**config.mk**
```make
export PLATFORM = sky130hd
export DESIGN_NAME = gld_front
export DESIGN_NICKNAME = d
export VERILOG_FILES = /design/src/hw/rtl/gld_pkg.sv /design/src/hw/rtl/gld_front.sv
export SDC_FILE = /design/constraint.sdc
export NUM_CORES = 1
export LEC_CHECK = 0
export CORE_UTILIZATION = 40
export CTS_CLUSTER_SIZE = 30
export DETAILED_ROUTE_END_ITERATION = 10
export DONT_BUFFER_PORTS = 1
export GPL_ROUTABILITY_DRIVEN = 0
export PLACE_DENSITY_LB_ADDON = 0.3
export SYNTH_ARGS = -nofsm -noshare
export SYNTH_HDL_FRONTEND = slang
export SYNTH_SLANG_ARGS = --single-unit
```
**constraint.sdc**
```tcl
create_clock -name i_clk -period 1.64 [get_ports i_clk]
set_clock_uncertainty 0.1 [all_clocks]
set_input_delay 0.082 -clock i_clk [delete_from_list [all_inputs] [get_ports i_clk]]
set_output_delay 0.082 -clock i_clk [all_outputs]
set_load 0.005 [all_outputs]
```
**src/hw/rtl/gld_pkg.sv**
```systemverilog
// Shared types and constants of the GIF LZW decoder.
// No dependencies; imported by every module of the block but gld_ram.
package gld_pkg;

    localparam int MAX_CODE_BITS = 12;
    localparam int QUEUE_DEPTH   = 256;
    localparam int TABLE_SIZE    = 1 << MAX_CODE_BITS;
    localparam int STACK_SIZE    = TABLE_SIZE + 1;
    localparam int SP_W          = $clog2(STACK_SIZE + 1);
    localparam int QA_W          = $clog2(QUEUE_DEPTH);
    localparam int QC_W          = $clog2(QUEUE_DEPTH + 1);
    localparam int CODE_W        = MAX_CODE_BITS;
    localparam int CNT_W         = MAX_CODE_BITS + 1;
    localparam int ACC_W         = 24;
    localparam int HELD_W        = 5;
    localparam int ROOT_W        = 4;
    localparam int MIN_ROOT      = 2;
    localparam int MAX_ROOT      = 8;
    localparam int CQ_DEPTH      = 2;

    typedef enum logic [1:0] {
        OP_START = 2'd0,
        OP_PUSH  = 2'd1,
        OP_PULL  = 2'd2,
        OP_NOP   = 2'd3
    } t_op;

    typedef enum logic [2:0] {
        ST_SYM  = 3'd0,
        ST_OK   = 3'd1,
        ST_NEED = 3'd2,
        ST_END  = 3'd3,
        ST_ERR  = 3'd4,
        ST_OVF  = 3'd5
    } t_status;

    typedef enum logic [1:0] {
        PH_FRESH = 2'd0,
        PH_RUN   = 2'd1,
        PH_END   = 2'd2,
        PH_ERR   = 2'd3
    } t_phase;

    typedef struct packed {
        logic [1:0] operation;
        logic [7:0] data_byte;
    } t_in;

    typedef struct packed {
        logic [7:0] symbol;
        logic [2:0] status;
    } t_out;

    typedef struct packed {
        t_op        kind;
        logic [7:0] data;
    } t_cmd;

endpackage

```
**src/hw/rtl/gld_front.sv**
```systemverilog
// Command front end: accepts transfers, classifies them and queues them.
// Depends on gld_pkg.
module gld_front import gld_pkg::*; (
    input  logic i_clk,
    input  logic i_rst_n,
    input  logic start,
    output logic busy,
    input  t_in  i_in,
    output logic o_cmd_valid,
    output t_cmd o_cmd,
    input  logic i_cmd_pop
);

    localparam int PW = $clog2(CQ_DEPTH);
    localparam int CW = $clog2(CQ_DEPTH + 1);

    t_cmd          r_buf [CQ_DEPTH];
    logic [PW-1:0] r_wp, r_rp;
    logic [CW-1:0] r_cnt;
    logic          w_push;
    t_cmd          w_cmd;

    always_comb begin
        w_cmd.data = i_in.data_byte;
        unique case (t_op'(i_in.operation))
            OP_START: w_cmd.kind = OP_START;
            OP_PUSH:  w_cmd.kind = OP_PUSH;
            OP_PULL:  w_cmd.kind = OP_PULL;
            default:  w_cmd.kind = OP_NOP;
        endcase
    end

    assign busy        = (r_cnt == CW'(CQ_DEPTH));
    assign w_push      = start && !busy;
    assign o_cmd_valid = (r_cnt != '0);
    assign o_cmd       = r_buf[r_rp];

    always_ff @(posedge i_clk) begin
        if (!i_rst_n) begin
            r_wp  <= '0;
            r_rp  <= '0;
            r_cnt <= '0;
        end else begin
            if (w_push) begin
                r_wp <= (r_wp == PW'(CQ_DEPTH - 1)) ? '0 : r_wp + 1'b1;
            end
            if (i_cmd_pop) begin
                r_rp <= (r_rp == PW'(CQ_DEPTH - 1)) ? '0 : r_rp + 1'b1;
            end
            r_cnt <= r_cnt + CW'(w_push) - CW'(i_cmd_pop);
        end
    end

    always_ff @(posedge i_clk) begin
        if (w_push) begin
            r_buf[r_wp] <= w_cmd;
        end
    end

endmodule

```
# Word level (Yosys, flattened, before mapping)
# Memories as Yosys holds them, arrays and structs flattened. A register that Yosys moved wholly into a read port is not among the register bits.
# Cells that the tools add are included.
# totals
out_inout_bits	12
word_cells	22
n_memories	1
ff_bits	4
mem_bits_rw	20
in_bits	14
# memory_table
name	words	width	rd	rd_ports_with_merged_regs	write_ports	line	source
r_buf	2	10	1	1	1	gld_front.sv:17	t_cmd r_buf [CQ_DEPTH];
# classes
addsub	4
n_reduce_logical	4
muxes	7
n_eq_ne	3
# op_table
op	n
$mux 1	6
$pmux 2 s3	1
$eq 2x2->1 const B	2
$add 1x1->1 const B	2
$add 2x1->2	1
$eq 2x1->1 const B	1
$logic_not 2->1	1
$reduce_bool 2->1	1
$sub 2x1->2	1
$logic_and 1x1->1	1
$logic_not 1->1	1

# Longest topological paths before layout
# logic_depth
ltp_word	5
mapped_depth	8

# Worst setup path after synthesis
# Ideal clock, no wire load.
# synth_path
kind	flip-flop to flip-flop
startpoint	register r_cnt[0]
endpoint	register r_cnt[1]
path_stages_with_launch	9
slack_ns	0.093
arrival_time_ns	1.374
n_path_buf	0
setup_time_ns	0.073
required_ns	1.467
path_cell_list	dfxtp_1 -> nand2b_1 -> nand2_2 -> ha_1 -> inv_1 -> ha_1 -> xor2_1 -> and2_1 -> nor3_2
# synth_via
elab_chain_cells	5
# synth_rtl
element	line	source
start: declaration	gld_front.sv:19	logic [CW-1:0] r_cnt;
start signal: assignment	gld_front.sv:50	r_cnt <= r_cnt + CW'(w_push) - CW'(i_cmd_pop);
$eq 2x2->1	gld_front.sv:33	assign busy = (r_cnt == CW'(CQ_DEPTH));
$logic_not 1->1	gld_front.sv:34	assign w_push = start && !busy;
$logic_and 1x1->1	gld_front.sv:34	
$add 2x1->2 *	gld_front.sv:50	
$sub 2x1->2 *	gld_front.sv:50	
# Every way passes the cells marked *; elsewhere a longest branch is shown, timed or not.
# A chain may end at the register's enable or synchronous reset.

# Final worst setup path
# Same ends and word-level chain as after synthesis.

==> summary.txt <==
Status
  – Status: completed

CTS
  – Root buf cell: clkbuf_4
  – CTS tree: built
  – Clk_lat worst skew: 0.30 ns
  – TritonCTS buffer count: 3
  – CTS H-Tree Depth: 1
  – Worst-path clk slew: between 0.1 and 0.15 ns
  – Clock sink count: 25
  – Clock Path Buffers: 2

Synthesis
  – Synthesized area: 0.00101 mm^2
  – Synth cell types: 18
  – Synth warn: 0
  – Sequential share of the synthesized area: 0.697
  – Cell count after synthesis: just under 60
  – Mapped Nets: 75
  – Synth Register Bits: 25
  – Mean area per synthesized cell: around 17 um^2

Min path
  – Hold EP: r_cnt[1]$_SDFF_PN0_
  – Hold Path Stages: 4
  – Hold_sp: i_cmd_pop
  – HP Class: in2reg

Cells and area
  – Fill count: 196
  – Commonest cells after routing, fill and taps aside: edfxtp_1, dlygate4sd3_1, mux2_4
  – Post-layout nets: 97
  – Layout cells sized above 1: 0.388
  – Layout area overhead: 27.4%
  – Layout Cells excl Fill: 108
  – # diodes: 0
  – Multi-input gate area: 323 um^2
  – Seq. cell area: about 700 um^2
  – Most common cell after layout, fill and taps aside: edfxtp_1

Worst setup path
  – Crit path capture type: register
  – Reg2reg start: r_cnt[0]$_SDFF_PN0_
  – Reg-to-reg endpoint: r_cnt[1]$_SDFF_PN0_
  – CP required: 1.78 ns
  – CP max stage delay: 0.35 ns
  – Path depth of the worst reg2reg path: 8
  – Critical path launch point: r_cnt[0]$_SDFF_PN0_
  – Kind of critical path: reg2reg
  – CP max stage cell: dfxtp_2
  – Startpoint type of the worst setup path: register
  – Worst Path Max Fanout: 3
  – Reg2reg setup slack: 0.05 ns
  – Crit path top cell by count: ha_4
  – CP Cell Sequence: nand2b_4 -> nand2_4 -> ha_4 -> inv_2 -> ha_4 -> xor2_2 -> and2_4 -> nor3_2
  – CP Data Arrival Time: around 1.7 ns

STA
  – Fin crit share: 0.967
  – Fmax: 631 MHz
  – Slew Viols, Final: 0
  – Setup violators final: 0
  – Worst-margin pin slew: around 0.21 ns
  – Fin. Hold Viols: 0
  – Slew headroom: 0.858
  – Worst hold margin: between 0.02 and 0.03 ns
  – Min cycle time layout: 1.59 ns

Die
  – Area of the core: roughly 0.0023 mm^2
  – Die W: 52.2 um
  – Die Ht: 52.2 um
  – Initial Utilization: 0.438
  – Ports: 26
  – Number of cell rows: 17
  – Die ar.: 0.00272 mm^2

Global route
  – Largest net degree at the start of global routing: 14
  – Antenna violations before repair: 0
  – First-pass GRT wire length: 2.08 mm
  – Vias in the first global route: 493
  – GRT overflow: 0
  – GRT Util Overall: 0.112

Placed design
  – DP Cell Count: 88
  – DP HPWL: 923 um
  – I/O Buffers: 0

Route
  – Vias/cell: 4.78
  – Vias: 516
  – Initial drt markers: 6
  – Post-Route WL: 1.43 mm
  – DR WL/cell: 13.3 um
  – DRT antenna net count: 0
  – Drc violations: 0
  – First drt pass iteration count: 4

Power and ir drop
  – Leak: 0.000500 uW
  – Maximum vdd drop: 0.662 mV
  – PD cells: 1060 mW/mm^2

Flow run
  – Max cap viols: 0
[per-stage QoR]
stage	instance area, um^2	total power, uW	TNS, ns	util	setup WS, ns
floorplan	1010	979	0	-	0.0935
global placement	1050	1020	0	0.458	0.0428
detailed placement	1050	1030	0	0.458	0.00238
CTS	1220	1320	0	0.529	0.0179
global route	1280	1440	-0.0382	0.558	-0.0382
finish	1280	1360	0	0.558	0.0545
[synth_stat cells]
master,n,area (um^2)
edfxtp_1,20,601
nor3_2,1,10.0
nand2_1,1,3.75
nand2_2,1,6.26
xor2_1,1,8.76
mux2_4,10,150
buf_6,1,11.3
and2_1,2,12.5
dfxtp_1,5,100
inv_1,3,11.3
clkbuf_1,2,7.51
and3_1,1,6.26
nor2_1,4,15.0
ha_1,2,25.0
mux2i_1,1,10.0
nand2b_1,2,12.5
or2_2,1,6.26
xnor2_1,1,8.76
[where the power goes]
part           internal [uW]  leakage [uW]  total, uW  switching [uW]
Sequential               769      0.000229        799            30.2
Combinational            178      0.000256        308             130
Clock                   94.7     0.0000150        257             162
Total                   1040      0.000500       1360             322
[layout make-up]
| type | count | area share |
|---|---|---|
| Multi-Input combinational cell | 28 | 0.252 |
| Timing Repair Buffer | 20 | 0.143 |
| Tap cell | 28 | 0.0273 |
| Inverter | 3 | 0.00879 |
| Sequential cell | 25 | 0.549 |
| Clock buffer | 4 | 0.0205 |
[worst max-delay path: cells and delay by family (launching register included)]
| kind | cells | cell delay (ns) |
|---|---|---|
| AND/OR/NAND/NOR | 4 | 0.47 |
| adder cells (fa/ha/maj) | 2 | 0.41 |
| XOR/XNOR | 1 | 0.17 |
| buffers and inverters | 1 | 0.04 |
| flip-flops | 1 | 0.35 |
[layer usage]
metal / vias up / part of all wire / GRT usage
li1: 248 / - / -
met3: 2 / 0.072 / 0.0322
met2: 15 / 0.52 / 0.190
met1: 251 / 0.40 / 0.123
met5: - / 0 / 0
met4: 0 / 0.0063 / 0.0658
[cells by family after synthesis]
logic type,synth area share
XOR/XNOR,0.0174
adder cells (fa/ha/maj),0.0249
buffers and inverters,0.0299
flip-flops,0.697
multiplexers,0.159
AND/OR/NAND/NOR,0.0721
[what timing repair did]
item	CTS	global route
setup endpoints to repair	1	1
hold buffers	13	0
pin swaps	0	6
endpoints found under the hold margin	25	0
setup buffers	0	3
resized for setup	1	9
[worst max-delay path by stage]
stage,depth (start not counted),to
6_report,8,r_cnt[1]$_SDFF_PN0_
5_1_grt,8,r_cnt[1]$_SDFF_PN0_
2_1_floorplan,8,r_cnt[1]$_SDFF_PN0_
3_3_place_gp,8,r_cnt[1]$_SDFF_PN0_
4_1_cts,8,r_cnt[1]$_SDFF_PN0_
3_5_place_dp,8,r_cnt[1]$_SDFF_PN0_
[state kept, by name (all words and copies together) (netlist names), named ones only]
register / cells
r_buf: 20
r_cnt: 2
r_rp: 1
r_wp: 1
Power figures use the tool's default switching activity.
